--- config.mk ---
export PLATFORM = sky130hd
export DESIGN_NAME = video_container_demux_unit
export DESIGN_NICKNAME = d
export VERILOG_FILES = /design/src/rtl/vcd_pkg.sv /design/src/rtl/vcd_in_stage.sv /design/src/rtl/vcd_hdr_store.sv /design/src/rtl/vcd_parser.sv /design/src/rtl/video_container_demux_unit.sv
export SDC_FILE = /design/constraint.sdc
export NUM_CORES = 1
export LEC_CHECK = 0
export BUFFER_PORTS_ARGS = -buffer_cell sky130_fd_sc_hd__buf_2
export CAP_MARGIN = 25
export CELL_PAD_IN_SITES_DETAIL_PLACEMENT = 1
export CELL_PAD_IN_SITES_GLOBAL_PLACEMENT = 1
export CORE_ASPECT_RATIO = 0.75
export CORE_MARGIN = 2
export CORE_UTILIZATION = 46
export CTS_CLUSTER_DIAMETER = 40
export DETAILED_ROUTE_END_ITERATION = 7
export GPL_ROUTABILITY_DRIVEN = 0
export PLACE_DENSITY = 0.81
export SETUP_SLACK_MARGIN = 0.4
export SLEW_MARGIN = 25
export SYNTH_ARGS = -nofsm -noshare
export SYNTH_HDL_FRONTEND = slang
export SYNTH_SLANG_ARGS = --single-unit
--- constraint.sdc ---
create_clock -name i_clk -period 6.4 [get_ports i_clk]
set_input_delay 0.64 -clock i_clk [delete_from_list [all_inputs] [get_ports i_clk]]
set_output_delay 0.64 -clock i_clk [all_outputs]
set_load 0.03 [all_outputs]
--- src/rtl/vcd_pkg.sv ---
package vcd_pkg;

    // Widths of the internal counters and indexes
    localparam int POS_W       = 8;
    localparam int FIELD_IDX_W = 4;
    localparam int NUM_FIELDS  = 11;
    localparam int CFG_IDX_W   = 1;

    // Defaults for the top-level parameters
    localparam int DEF_HEADER_BYTES = 64;
    localparam int DEF_RECORD_BYTES = 16;

    // File header layout
    localparam logic [POS_W-1:0] SIG_LEN         = 8'd6;
    localparam logic [POS_W-1:0] HDR_FIELD_FIRST = 8'd8;
    localparam logic [POS_W-1:0] HDR_FIELD_END   = 8'd52;

    // Record header layout: byte groups of four
    localparam logic [POS_W-3:0] REC_GRP_SIZE  = 6'd0;
    localparam logic [POS_W-3:0] REC_GRP_QIDX  = 6'd1;
    localparam logic [POS_W-3:0] REC_GRP_FLAGS = 6'd2;

    // Configuration register indexes
    localparam logic [CFG_IDX_W-1:0] CFG_DROPPED_MARKER  = 1'b0;
    localparam logic [CFG_IDX_W-1:0] CFG_MAX_FRAME_BYTES = 1'b1;

    localparam logic signed [31:0] RST_DROPPED_MARKER  = -32'sd1;
    localparam logic        [31:0] RST_MAX_FRAME_BYTES = 32'd16777216;

    // Result kinds
    localparam logic [1:0] KIND_FIELD   = 2'd0;
    localparam logic [1:0] KIND_RECORD  = 2'd1;
    localparam logic [1:0] KIND_PAYLOAD = 2'd2;
    localparam logic [1:0] KIND_ERROR   = 2'd3;

    // Error codes
    localparam logic [1:0] ERR_MAGIC     = 2'd0;
    localparam logic [1:0] ERR_ZERO_DIM  = 2'd1;
    localparam logic [1:0] ERR_DROP_SIZE = 2'd2;
    localparam logic [1:0] ERR_BAD_SIZE  = 2'd3;

    typedef enum logic [2:0] {
        PH_HEADER,
        PH_EMIT,
        PH_RECORD,
        PH_PAYLOAD,
        PH_ERROR
    } t_phase;

    // One byte-lane write into the header word store
    typedef struct packed {
        logic                   we;
        logic [FIELD_IDX_W-1:0] idx;
        logic [1:0]             lane;
        logic [7:0]             data;
    } t_hdr_wr;

    // One result item
    typedef struct packed {
        logic [1:0]             kind;
        logic [FIELD_IDX_W-1:0] field_index;
        logic [31:0]            field_value;
        logic [31:0]            frame_len;
        logic signed [31:0]     q_index;
        logic [31:0]            frame_flags;
        logic                   dropped;
        logic [7:0]             payload_byte;
        logic                   last;
        logic [1:0]             error_code;
    } t_result;

    // Signature bytes: "MLVC1" then version 0x02
    function automatic logic [7:0] sig_byte(input logic [2:0] pos);
        logic [7:0] b;
        unique case (pos)
            3'd0:    b = 8'h4D;
            3'd1:    b = 8'h4C;
            3'd2:    b = 8'h56;
            3'd3:    b = 8'h43;
            3'd4:    b = 8'h31;
            3'd5:    b = 8'h02;
            default: b = 8'h00;
        endcase
        return b;
    endfunction

endpackage

--- src/rtl/vcd_in_stage.sv ---
module vcd_in_stage import vcd_pkg::*; (
    input  logic       i_clk,
    input  logic       i_rst_n,
    input  logic       i_valid,
    input  logic [7:0] i_byte,
    output logic       o_ready,
    output logic       o_valid,
    output logic [7:0] o_byte,
    input  logic       i_consume
);

    logic       r_valid;
    logic [7:0] r_byte;

    // Take a new request whenever the held one is empty or leaves this cycle
    assign o_ready = !r_valid || i_consume;
    assign o_valid = r_valid;
    assign o_byte  = r_byte;

    always_ff @(posedge i_clk) begin
        if (!i_rst_n) begin
            r_valid <= 1'b0;
        end else if (o_ready) begin
            r_valid <= i_valid;
        end
    end

    always_ff @(posedge i_clk) begin
        if (o_ready && i_valid) begin
            r_byte <= i_byte;
        end
    end

endmodule

--- src/rtl/vcd_hdr_store.sv ---
module vcd_hdr_store import vcd_pkg::*; (
    input  logic                   i_clk,
    input  t_hdr_wr                i_wr,
    input  logic [FIELD_IDX_W-1:0] i_rd_idx,
    output logic [31:0]            o_rd_data
);

    logic [31:0] r_words [NUM_FIELDS];

    // Write one byte lane of a header word
    always_ff @(posedge i_clk) begin
        if (i_wr.we) begin
            r_words[i_wr.idx][{i_wr.lane, 3'b000} +: 8] <= i_wr.data;
        end
    end

    assign o_rd_data = r_words[i_rd_idx];

endmodule

--- src/rtl/vcd_parser.sv ---
module vcd_parser import vcd_pkg::*; #(
    parameter int HEADER_BYTES = DEF_HEADER_BYTES,
    parameter int RECORD_BYTES = DEF_RECORD_BYTES
) (
    input  logic                   i_clk,
    input  logic                   i_rst_n,
    input  logic                   i_in_valid,
    input  logic [7:0]             i_in_byte,
    output logic                   o_consume,
    input  logic signed [31:0]     i_dropped_marker,
    input  logic [31:0]            i_max_frame_bytes,
    output t_hdr_wr                o_hdr_wr,
    output logic [FIELD_IDX_W-1:0] o_rd_idx,
    input  logic [31:0]            i_rd_data,
    output t_result                o_res,
    output logic                   o_res_valid,
    input  logic                   i_res_ready
);

    localparam logic [POS_W-1:0] HDR_LAST = POS_W'(HEADER_BYTES - 1);
    localparam logic [POS_W-1:0] REC_LAST = POS_W'(RECORD_BYTES - 1);
    localparam logic [FIELD_IDX_W-1:0] FIELD_LAST = FIELD_IDX_W'(NUM_FIELDS - 1);

    function automatic logic [31:0] put_byte(input logic [31:0] word,
                                             input logic [1:0]  lane,
                                             input logic [7:0]  b);
        logic [31:0] w;
        w = word;
        w[{lane, 3'b000} +: 8] = b;
        return w;
    endfunction

    t_phase                 r_phase, n_phase;
    logic [POS_W-1:0]       r_pos, n_pos;
    logic [31:0]            r_remaining, n_remaining;
    logic                   r_magic_ok, n_magic_ok;
    logic                   r_w_nz, n_w_nz;
    logic                   r_h_nz, n_h_nz;
    logic [FIELD_IDX_W-1:0] r_emit_idx, n_emit_idx;
    logic [31:0]            r_rec_size, n_rec_size;
    logic signed [31:0]     r_rec_q, n_rec_q;
    logic [31:0]            r_rec_flags, n_rec_flags;
    logic                   r_res_valid, n_res_valid;
    t_result                r_res, n_res;

    logic                   load_ok;
    logic                   consume;
    logic                   magic_now;
    logic                   hdr_last;
    logic                   rec_last;
    logic                   in_fields;
    logic [POS_W-1:0]       hdr_off;
    logic [FIELD_IDX_W-1:0] hdr_idx;
    logic                   is_drop;
    logic                   size_bad;
    logic                   pay_last;
    logic                   emit_last;

    // Shared decode of the current byte and state
    assign load_ok   = !r_res_valid || i_res_ready;
    assign consume   = i_in_valid &&
                       (r_phase == PH_ERROR || (load_ok && r_phase != PH_EMIT));
    assign magic_now = r_magic_ok &&
                       !(r_pos < SIG_LEN && i_in_byte != sig_byte(r_pos[2:0]));
    assign hdr_last  = r_pos == HDR_LAST;
    assign rec_last  = r_pos == REC_LAST;
    assign in_fields = r_pos >= HDR_FIELD_FIRST && r_pos < HDR_FIELD_END;
    assign hdr_off   = r_pos - HDR_FIELD_FIRST;
    assign hdr_idx   = hdr_off[FIELD_IDX_W+1:2];
    assign is_drop   = r_rec_q == i_dropped_marker;
    assign size_bad  = r_rec_size == 32'd0 || r_rec_size > i_max_frame_bytes;
    assign pay_last  = r_remaining <= 32'd1;
    assign emit_last = r_emit_idx == FIELD_LAST;

    assign o_consume   = consume;
    assign o_rd_idx    = r_emit_idx;
    assign o_res       = r_res;
    assign o_res_valid = r_res_valid;

    // Next phase
    always_comb begin
        n_phase = r_phase;
        unique case (r_phase)
            PH_HEADER: begin
                if (consume && hdr_last) begin
                    if (!magic_now || !(r_w_nz && r_h_nz)) begin
                        n_phase = PH_ERROR;
                    end else begin
                        n_phase = PH_EMIT;
                    end
                end
            end
            PH_EMIT: begin
                if (load_ok && emit_last) begin
                    n_phase = PH_RECORD;
                end
            end
            PH_RECORD: begin
                if (consume && rec_last) begin
                    if (is_drop) begin
                        n_phase = (r_rec_size != 32'd0) ? PH_ERROR : PH_RECORD;
                    end else if (size_bad) begin
                        n_phase = PH_ERROR;
                    end else begin
                        n_phase = PH_PAYLOAD;
                    end
                end
            end
            PH_PAYLOAD: begin
                if (consume && pay_last) begin
                    n_phase = PH_RECORD;
                end
            end
            PH_ERROR: begin
                n_phase = PH_ERROR;
            end
            default: begin
                n_phase = PH_ERROR;
            end
        endcase
    end

    // Datapath and result for the current byte
    always_comb begin
        n_pos       = r_pos;
        n_remaining = r_remaining;
        n_magic_ok  = r_magic_ok;
        n_w_nz      = r_w_nz;
        n_h_nz      = r_h_nz;
        n_emit_idx  = r_emit_idx;
        n_rec_size  = r_rec_size;
        n_rec_q     = r_rec_q;
        n_rec_flags = r_rec_flags;
        n_res_valid = 1'b0;
        n_res       = '0;
        o_hdr_wr    = '0;

        unique case (r_phase)
            PH_HEADER: begin
                if (consume) begin
                    n_magic_ok = magic_now;
                    // Gather the header words and note nonzero dimensions
                    if (in_fields) begin
                        o_hdr_wr.we   = 1'b1;
                        o_hdr_wr.idx  = hdr_idx;
                        o_hdr_wr.lane = r_pos[1:0];
                        o_hdr_wr.data = i_in_byte;
                        if (hdr_idx == FIELD_IDX_W'(0) && i_in_byte != 8'd0) begin
                            n_w_nz = 1'b1;
                        end
                        if (hdr_idx == FIELD_IDX_W'(1) && i_in_byte != 8'd0) begin
                            n_h_nz = 1'b1;
                        end
                    end
                    if (hdr_last) begin
                        n_pos      = '0;
                        n_emit_idx = '0;
                        if (!magic_now) begin
                            n_res_valid      = 1'b1;
                            n_res.kind       = KIND_ERROR;
                            n_res.error_code = ERR_MAGIC;
                        end else if (!(r_w_nz && r_h_nz)) begin
                            n_res_valid      = 1'b1;
                            n_res.kind       = KIND_ERROR;
                            n_res.error_code = ERR_ZERO_DIM;
                        end
                    end else begin
                        n_pos = r_pos + POS_W'(1);
                    end
                end
            end
            PH_EMIT: begin
                // Send one header field per cycle while the result register can load
                if (load_ok) begin
                    n_res_valid       = 1'b1;
                    n_res.kind        = KIND_FIELD;
                    n_res.field_index = r_emit_idx;
                    n_res.field_value = i_rd_data;
                    n_res.last        = emit_last;
                    n_emit_idx        = r_emit_idx + FIELD_IDX_W'(1);
                end
            end
            PH_RECORD: begin
                if (consume) begin
                    case (r_pos[POS_W-1:2])
                        REC_GRP_SIZE:
                            n_rec_size = put_byte(r_rec_size, r_pos[1:0], i_in_byte);
                        REC_GRP_QIDX:
                            n_rec_q = put_byte(r_rec_q, r_pos[1:0], i_in_byte);
                        REC_GRP_FLAGS:
                            n_rec_flags = put_byte(r_rec_flags, r_pos[1:0], i_in_byte);
                        default: ;
                    endcase
                    if (rec_last) begin
                        n_pos = '0;
                        if (is_drop && r_rec_size != 32'd0) begin
                            n_res_valid      = 1'b1;
                            n_res.kind       = KIND_ERROR;
                            n_res.error_code = ERR_DROP_SIZE;
                        end else if (is_drop) begin
                            n_res_valid       = 1'b1;
                            n_res.kind        = KIND_RECORD;
                            n_res.q_index     = r_rec_q;
                            n_res.frame_flags = r_rec_flags;
                            n_res.dropped     = 1'b1;
                            n_res.last        = 1'b1;
                        end else if (size_bad) begin
                            n_res_valid      = 1'b1;
                            n_res.kind       = KIND_ERROR;
                            n_res.error_code = ERR_BAD_SIZE;
                        end else begin
                            n_res_valid       = 1'b1;
                            n_res.kind        = KIND_RECORD;
                            n_res.frame_len   = r_rec_size;
                            n_res.q_index     = r_rec_q;
                            n_res.frame_flags = r_rec_flags;
                            n_remaining       = r_rec_size;
                        end
                    end else begin
                        n_pos = r_pos + POS_W'(1);
                    end
                end
            end
            PH_PAYLOAD: begin
                // Pass payload bytes and mark the final one
                if (consume) begin
                    n_res_valid        = 1'b1;
                    n_res.kind         = KIND_PAYLOAD;
                    n_res.payload_byte = i_in_byte;
                    n_res.last         = pay_last;
                    if (pay_last) begin
                        n_remaining = '0;
                        n_pos       = '0;
                    end else begin
                        n_remaining = r_remaining - 32'd1;
                    end
                end
            end
            PH_ERROR: begin
                // Drop everything until reset
            end
            default: ;
        endcase
    end

    // Control state
    always_ff @(posedge i_clk) begin
        if (!i_rst_n) begin
            r_phase     <= PH_HEADER;
            r_pos       <= '0;
            r_remaining <= '0;
            r_magic_ok  <= 1'b1;
            r_w_nz      <= 1'b0;
            r_h_nz      <= 1'b0;
            r_emit_idx  <= '0;
            r_res_valid <= 1'b0;
        end else begin
            r_phase     <= n_phase;
            r_pos       <= n_pos;
            r_remaining <= n_remaining;
            r_magic_ok  <= n_magic_ok;
            r_w_nz      <= n_w_nz;
            r_h_nz      <= n_h_nz;
            r_emit_idx  <= n_emit_idx;
            if (load_ok) begin
                r_res_valid <= n_res_valid;
            end
        end
    end

    // Record words and result payload
    always_ff @(posedge i_clk) begin
        r_rec_size  <= n_rec_size;
        r_rec_q     <= n_rec_q;
        r_rec_flags <= n_rec_flags;
        if (load_ok) begin
            r_res <= n_res;
        end
    end

endmodule

--- src/rtl/video_container_demux_unit.sv ---
// A byte's result is loaded into the result register at the edge at which the parser
// consumes the byte from the input register; a stall can hold the byte there.
// Throughput: one byte per cycle while the result is not stalled; the eleven header
// fields leave one per cycle, likewise unless stalled, after the last file header byte,
// and input is held while they are sent. A stalled result holds the input as well.
// Reset (synchronous, active low) returns to the file header, clears errors,
// empties both registers and restores the configuration defaults.
module video_container_demux_unit import vcd_pkg::*; #(
    parameter int HEADER_BYTES = DEF_HEADER_BYTES,
    parameter int RECORD_BYTES = DEF_RECORD_BYTES
) (
    input  logic                   i_clk,
    input  logic                   i_rst_n,
    input  logic                   i_cfg_we,
    input  logic [CFG_IDX_W-1:0]   i_cfg_index,
    input  logic [31:0]            i_cfg_data,
    input  logic                   i_in_valid,
    output logic                   o_in_ready,
    input  logic [7:0]             i_data_byte,
    output logic                   o_out_valid,
    input  logic                   i_out_ready,
    output logic [1:0]             o_kind,
    output logic [FIELD_IDX_W-1:0] o_field_index,
    output logic [31:0]            o_field_value,
    output logic [31:0]            o_frame_len,
    output logic signed [31:0]     o_q_index,
    output logic [31:0]            o_frame_flags,
    output logic                   o_dropped,
    output logic [7:0]             o_payload_byte,
    output logic                   o_last,
    output logic [1:0]             o_error_code
);

    logic signed [31:0]     r_dropped_marker;
    logic [31:0]            r_max_frame_bytes;

    logic                   st_valid;
    logic [7:0]             st_byte;
    logic                   consume;
    t_hdr_wr                hdr_wr;
    logic [FIELD_IDX_W-1:0] rd_idx;
    logic [31:0]            rd_data;
    t_result                res;

    // Configuration registers
    always_ff @(posedge i_clk) begin
        if (!i_rst_n) begin
            r_dropped_marker  <= RST_DROPPED_MARKER;
            r_max_frame_bytes <= RST_MAX_FRAME_BYTES;
        end else if (i_cfg_we) begin
            unique case (i_cfg_index)
                CFG_DROPPED_MARKER:  r_dropped_marker  <= i_cfg_data;
                CFG_MAX_FRAME_BYTES: r_max_frame_bytes <= i_cfg_data;
                default: ;
            endcase
        end
    end

    vcd_in_stage u_in_stage (
        .i_clk     (i_clk),
        .i_rst_n   (i_rst_n),
        .i_valid   (i_in_valid),
        .i_byte    (i_data_byte),
        .o_ready   (o_in_ready),
        .o_valid   (st_valid),
        .o_byte    (st_byte),
        .i_consume (consume)
    );

    vcd_hdr_store u_hdr_store (
        .i_clk     (i_clk),
        .i_wr      (hdr_wr),
        .i_rd_idx  (rd_idx),
        .o_rd_data (rd_data)
    );

    vcd_parser #(
        .HEADER_BYTES (HEADER_BYTES),
        .RECORD_BYTES (RECORD_BYTES)
    ) u_parser (
        .i_clk             (i_clk),
        .i_rst_n           (i_rst_n),
        .i_in_valid        (st_valid),
        .i_in_byte         (st_byte),
        .o_consume         (consume),
        .i_dropped_marker  (r_dropped_marker),
        .i_max_frame_bytes (r_max_frame_bytes),
        .o_hdr_wr          (hdr_wr),
        .o_rd_idx          (rd_idx),
        .i_rd_data         (rd_data),
        .o_res             (res),
        .o_res_valid       (o_out_valid),
        .i_res_ready       (i_out_ready)
    );

    // Unpack the result register onto the ports
    assign o_kind         = res.kind;
    assign o_field_index  = res.field_index;
    assign o_field_value  = res.field_value;
    assign o_frame_len    = res.frame_len;
    assign o_q_index      = res.q_index;
    assign o_frame_flags  = res.frame_flags;
    assign o_dropped      = res.dropped;
    assign o_payload_byte = res.payload_byte;
    assign o_last         = res.last;
    assign o_error_code   = res.error_code;

endmodule
# Yosys cells after proc, flatten, opt, wreduce, memory -nomap -nowiden
# Memory sizes are Yosys's and may differ from the RTL's. A register that Yosys moved wholly into a read port is not among the register bits.
# Index checks and enable logic that the tools add are counted.
[totals]
ff_bits = 334
ramBits = 352
output_inout_bits = 148
n_memories = 1
[mem_list]
columns = ["name", "depth", "word_bits", "rd", "rd_clocked_by_memory_dff", "write_ports", "line", "rtl"]
rows = [
  ["u_hdr_store.r_words", 11, 32, 1, 1, 1, "vcd_hdr_store.sv:8", "logic [31:0] r_words [NUM_FIELDS];"],
]
[classes]
addsub = 6
magnitude_cmp = 5
n_eq_ne = 32
shifts = 4
n_mux = 72
bitwise = 4
n_reduce_logical = 50
[op_table]
columns = ["op", "count"]
rows = [
  ["2-to-1 mux 32 bit", 8],
  ["2-to-1 mux 64 bit", 2],
  ["bitwise mux 32 bit", 3],
  ["one-hot mux 32 bit (2 select lines)", 1],
  ["variable shift 8 x 7 -> 32 bit (first input constant)", 2],
  ["indexed part select 8 x 7 -> 32 bit", 2],
  ["2-to-1 mux 8 bit", 6],
  ["2-to-1 mux 15 bit", 3],
  ["one-hot mux 7 bit (6 select lines)", 1],
  ["== test 32 bit", 1],
  ["> comparator 32 bit", 1],
  ["less-or-equal comparator 32 x 1 -> 1 bit (second input constant)", 1],
  ["logical NOT 32 bit", 1],
  ["2-to-1 mux 2 bit", 16],
  ["nonzero test 32 bit", 1],
  ["subtractor 32 x 1 -> 32 bit (second input constant)", 1],
  ["2-to-1 mux 3 bit", 10],
  ["one-hot mux 8 bit (3 select lines)", 1],
  ["inequality test 2 x 1 -> 1 bit (second input constant)", 8],
  ["AND reduction 4 bit", 4],
  ["logical AND 1 bit", 14],
  ["negation 5 -> 7 bit", 2],
  ["== test 3 x 2 -> 1 bit (second input constant)", 4],
  ["2-to-1 mux 1 bit", 12],
  ["39 further kinds", 68],
]

# Longest topological paths before layout
[logic_depth]
ltp_word = 11
ltp_mapped = 12
ltp_nobuf = 10

# By module
# A second synthesis with hierarchy kept.
[hier_totals]
cells_unflattened = 2256
hier_area_um2 = 31019.8
[by_module_without_submodules]
columns = ["mod", "instances", "cells_per_inst", "area_each_um2", "seq_area_each_um2"]
rows = [
  ["vcd_hdr_store", 1, 834, 14468.9, 10570.1],
  ["vcd_parser", 1, 1119, 13495.4, 8287.9],
  ["video_container_demux_unit", 1, 290, 2757.6, 1281.2],
  ["vcd_in_stage", 1, 13, 297.8, 260.2],
]

# Worst setup path before layout
# Ideal clock, no wire load.
[synth_path]
kind = "input -> register"
start = "input port i_out_ready"
end = "memory u_hdr_store.r_words[0][16] (data pin)"
setup_ns = 0.184
t_arrival_ns = 6.431
required_time_ns = 6.216
slack_ns = -0.215
path_stages = 9
path_buffers = 1
cell_sequence = "nor2b_1 > inv_1 > nand3_1 > nor4_2 > clkbuf_1 > nand2_1 > ha_1 > nor4b_1 > and2_1"
[synth_via]
elab_chain_cells = 8
[synth_rtl]
columns = ["element", "line", "rtl"]
rows = [
  ["from (decl)", "video_container_demux_unit.sv:21", "input logic i_out_ready,"],
  ["logical OR 1 bit *", "vcd_parser.sv:60", "assign load_ok = !r_res_valid || i_res_ready;"],
  ["named net u_parser.load_ok", "vcd_parser.sv:46", "logic load_ok;"],
  ["logical AND 1 bit *", "vcd_parser.sv:62", "(r_phase == PH_ERROR || (load_ok && r_phase != PH_EMIT));"],
  ["logical OR 1 bit *", "vcd_parser.sv:62", ""],
  ["logical AND 1 bit *", "vcd_parser.sv:61", "assign consume = i_in_valid &&"],
  ["2-to-1 mux 15 bit *", "vcd_parser.sv:140", "if (consume) begin"],
  ["2-to-1 mux 15 bit *", "vcd_parser.sv:138", "unique case (r_phase)"],
  ["negation 5 -> 7 bit", "vcd_hdr_store.sv:13", "r_words[i_wr.idx][{i_wr.lane, 3'b000} +: 8] <= i_wr.data;"],
  ["indexed part select 8 x 7 -> 32 bit *", "vcd_hdr_store.sv:13", ""],
  ["to (decl)", "vcd_hdr_store.sv:8", ""],
]
# Mark *: on every way through the listed nets, which the timed path passes. The rest lies on a longest branch.

# Worst setup path in the final report
[layout_path]
start = "register u_parser.r_res_valid (netlist: u_parser.o_res_valid)"
end = "memory u_hdr_store.r_words[7][7] (data pin)"
[layout_via]
elab_chain_cells = 9
[layout_rtl]
columns = ["element", "line", "rtl"]
rows = [
  ["from (decl)", "vcd_parser.sv:43", "logic r_res_valid, n_res_valid;"],
  ["from (signal assigned)", "vcd_parser.sv:266", "r_res_valid <= n_res_valid;"],
  ["logical NOT 1 bit *", "vcd_parser.sv:60", ""],
  ["logical OR 1 bit *", "vcd_parser.sv:60", ""],
  ["named net u_parser.load_ok", "vcd_parser.sv:46", ""],
  ["logical AND 1 bit *", "vcd_parser.sv:62", ""],
  ["logical OR 1 bit *", "vcd_parser.sv:62", ""],
  ["logical AND 1 bit *", "vcd_parser.sv:61", ""],
  ["2-to-1 mux 15 bit *", "vcd_parser.sv:140", ""],
  ["2-to-1 mux 15 bit *", "vcd_parser.sv:138", ""],
  ["negation 5 -> 7 bit", "vcd_hdr_store.sv:13", ""],
  ["indexed part select 8 x 7 -> 32 bit *", "vcd_hdr_store.sv:13", ""],
]
# Marks and branches as above.

==> summary.txt <==
Timing
  • Final hold violation count: 0
  • Min Clock Period, post-route: 4.08 ns
  • Setup repair after global routing missed its margin: false
  • FMAX: 245 MHz
  • Worst Skew: 0.0313 ns
  • Tcrit/Tclk final: 63.7%
  • Max-slew violation count: 0
  • Final worst slack: 2.32 ns
  • Worst-margin pin slew: 1.03 ns
  • Max_slew headroom: 31.3%
  • Sum Neg Setup Slack: 0 ns
  • Final setup fails: 0

Setup path
  • Slowest CP cell: nor2b_1
  • Worst setup path class: flop to flop
  • Crit path cell chain: nor2b_1, clkinvlp_4, nand3_1, nor4_2, buf_4, nand2_1, ha_1, nand2_1, nor3_1, clkbuf_2, and2_1
  • CP Launch Type: flop
  • Reg2reg end: u_hdr_store.r_words[7][7]$_DFFE_PP_
  • Cell family with most CP delay: simple AND/OR/NAND/NOR gates
  • Crit path buf inv count: 3
  • Reg-to-reg setup timing slack: 2.32 ns
  • Cell count of the worst reg-to-reg path: 11
  • WP data arrival: 4.48 ns
  • Worst path required time: 6.80 ns
  • Crit path max fanout: 18
  • RR Startpoint: u_parser.o_res_valid$_SDFFE_PN0P_
  • Worst Setup End Kind: flop
  • Most frequent cell on the critical path: nand2_1
  • CP max stage delay: 0.62 ns

Yosys
  • Most frequent cell after synthesis: edfxtp_1
  • Ys async rst share: 0%
  • Most used DFF post-synth: edfxtp_1
  • Synth Net Count: 2096
  • Synth Area per Inst: 14.8 sq um
  • EDFF count, synth: 602
  • Unique masters post-synth: 71
  • Synth area leader: edfxtp_1
  • Register area share after synthesis: 68.9%
  • Netlist Area Pre-Place: 29600 sq um
  • Yosys reg bits: 718
  • Top cell type's share of synthesized area: 61.1%
  • Top post-synthesis cells by count: 602 x edfxtp_1, 245 x and2_1, 174 x nand2_1
  • Ys Warns: 0
  • Mapped Cells: 2001
  • Synth area leaders: edfxtp_1 61%, dfxtp_1 7.8%, mux4_2 7.3%

CTS
  • Clock Pin Slew Worst Setup and Hold Paths: 0.06 ns
  • CTS root buffer: clkbuf_16
  • CTS tree: done
  • Hold-fix buffers at CTS: 0
  • Cts bufs inserted: 92
  • Htree depth: 3
  • # resized after CTS: 0
  • # Post-CTS Setup Buffers: 0
  • Number of clock sinks: 718
  • Clk buf depth: 3
  • Clock latency on the worst-skew pair: 0.65 ns

Power and ir drop
  • Logic pwr share: 1.8%
  • Flop pwr share: 46.4%
  • Clk network pwr share: 51.7%
  • Switching power: 2.32 mW
  • Tot Pwr: 10.9 mW
  • P_int: 8.59 mW
  • Switching part of the total: 21.3%
  • Static leakage: 13.0 nW
  • Power per cell area: 312 nW/um^2
  • Max IR drop VDD: 0.217 mV

Floorplanning
  • Initial Utilization: 46.5%
  • FP Rows: 80
  • Die X: 297 um
  • Top Ports: 194
  • Die area: 66400 sq um
  • Die H: 224 um
  • Core area: 63700 sq um

GRT
  • Global route total overflow: 0
  • Initial antenna violation count: 4
  • First-pass GRT wire length: 130000 um
  • Largest net degree at the start of global routing: 77
  • Vias in the first global route: 19500
  • Total track usage: 26.3%

Finish
  • Layout cells sized above 1: 23.5%
  • Filler instances: 6136
  • Synth-to-Final Area Change: 17.9%
  • Post-layout util: 54.9%
  • # nets final: 2306

Worst hold path
  • Worst Hold Class: input port to flop
  • HP Start: i_data_byte[3]
  • Hold depth: 1
  • Worst Hold Endpoint: u_in_stage.o_byte[3]$_DFFE_PP_

Route
  • Drc violations: 0
  • Met1 Wirelength: 35700 um
  • Routed via count: 18800
  • Drt wl/cell: 27.9 um
  • Via-to-Cell Ratio: 5.96
  • Post-route ant nets: 0
  • Met3 WL post-DR: 8750 um
  • Met2 wire len: 41200 um
  • Initial DRC count: 2278
  • First drt pass iteration count: 6
  • Top Metal Used: met4
  • Detailed Route WL: 87900 um

Run
  • Maxcap violations: 0

Place
  • Setup WS pre-CTS: 2.01 ns
  • IO buf count: 193
  • Final HPWL DP: 56800 um

Outcome
  • Status: completed
-- flip-flops by register name (all words and copies together), names as in the netlist, 32 cells and up --
| name | count |
|---|---|
| u_parser.r_rec_q | 32 |
| u_parser.o_res | 146 |
| u_hdr_store.r_words | 352 |
| u_parser.r_rec_size | 32 |
| u_parser.r_remaining | 32 |
| u_parser.r_rec_flags | 32 |
| r_dropped_marker | 32 |
| r_max_frame_bytes | 32 |
-- cell usage in the layout (no fill, tap or decap), drive strengths merged, types with 16 or more instances in the layout --
master and n:
nor2 68, a211oi 23, mux2 33, clkinv 28, nand2 175, nand3 47
nor3 42, nor4 33, buf 223, ha 49, bufinv 18, o21ai 23
and3 16, and2 246, inv 73, dfxtp 116, edfxtp 602, a21oi 75
mux4 96, xor2 40, clkbuf 109
-- metrics by stage --
step	std cells	hold slack (ns)	cell area [sq um]
after floorplan	2001	0.433	29600
after global placement	2976	0.444	31500
after detailed placement	2976	0.450	31500
after CTS	3149	0.145	34900
after global routing	3152	0.159	34900
final	3155	0.174	34900
-- power by group through the flow --
stage / Combinational (mW) / Clock [mW] / Sequential (mW)
floorplan: 0.115 / 0 / 5.14
global placement: 0.180 / 0 / 5.16
detailed placement: 0.191 / 0 / 5.16
CTS: 0.197 / 5.68 / 5.06
global route: 0.217 / 5.85 / 5.06
finish: 0.202 / 5.64 / 5.06
-- layer usage --
layer / vias to the layer above / GRT usage (%)
met4: 0 / 7.14
li1: 7932 / -
met1: 9694 / 36.3
met5: - / 0
met2: 980 / 41.3
met3: 186 / 7.04
-- area by class of cell --
class / instances / area (sq um) / area share (%)
Timing Repair Buffer: 224 / 1220 / 3.48
Antenna cell: 4 / 10.0 / 0.0287
Inverter: 65 / 248 / 0.709
Multi-Input combinational cell: 1110 / 8600 / 24.6
Sequential cell: 718 / 20400 / 58.4
Clock buffer: 108 / 2430 / 6.97
Tap cell: 861 / 1080 / 3.08
Clock inverter: 65 / 928 / 2.66
-- kinds of logic after synthesis --
kind of cell | Yosys count | share of synthesized area (%)
compound gates | 192 | 4.23
xor+xnor | 54 | 1.60
fa+ha+maj | 49 | 2.07
buf+inv | 173 | 2.24
flops | 718 | 68.9
mux | 132 | 8.66
simple gates | 683 | 12.3
-- worst register-to-register path, cell delays in order, from the launching register on --
cell        delay, ns
dfxtp_1          0.40
nor2b_1          0.63
clkinvlp_4       0.30
nand3_1          0.32
nor4_2           0.09
buf_4            0.23
nand2_1          0.19
ha_1             0.44
nand2_1          0.22
nor3_1           0.39
clkbuf_2         0.26
and2_1           0.38
-- worst max-delay path by stage --
stage,cells past startpoint,to,start,slack [ns]
floorplan,9,u_hdr_store.r_words[3][0]$_DFFE_PP_,i_out_ready,0.93
global placement,11,u_hdr_store.r_words[4][3]$_DFFE_PP_,i_out_ready,2.51
detailed placement,11,u_hdr_store.r_words[4][3]$_DFFE_PP_,i_out_ready,2.01
CTS,10,u_hdr_store.r_words[7][7]$_DFFE_PP_,u_parser.o_res_valid$_SDFFE_PN0P_,2.28
global route,11,u_hdr_store.r_words[7][7]$_DFFE_PP_,u_parser.o_res_valid$_SDFFE_PN0P_,2.13
finish,11,u_hdr_store.r_words[7][7]$_DFFE_PP_,u_parser.o_res_valid$_SDFFE_PN0P_,2.32
(Power assumes the default switching activity.)
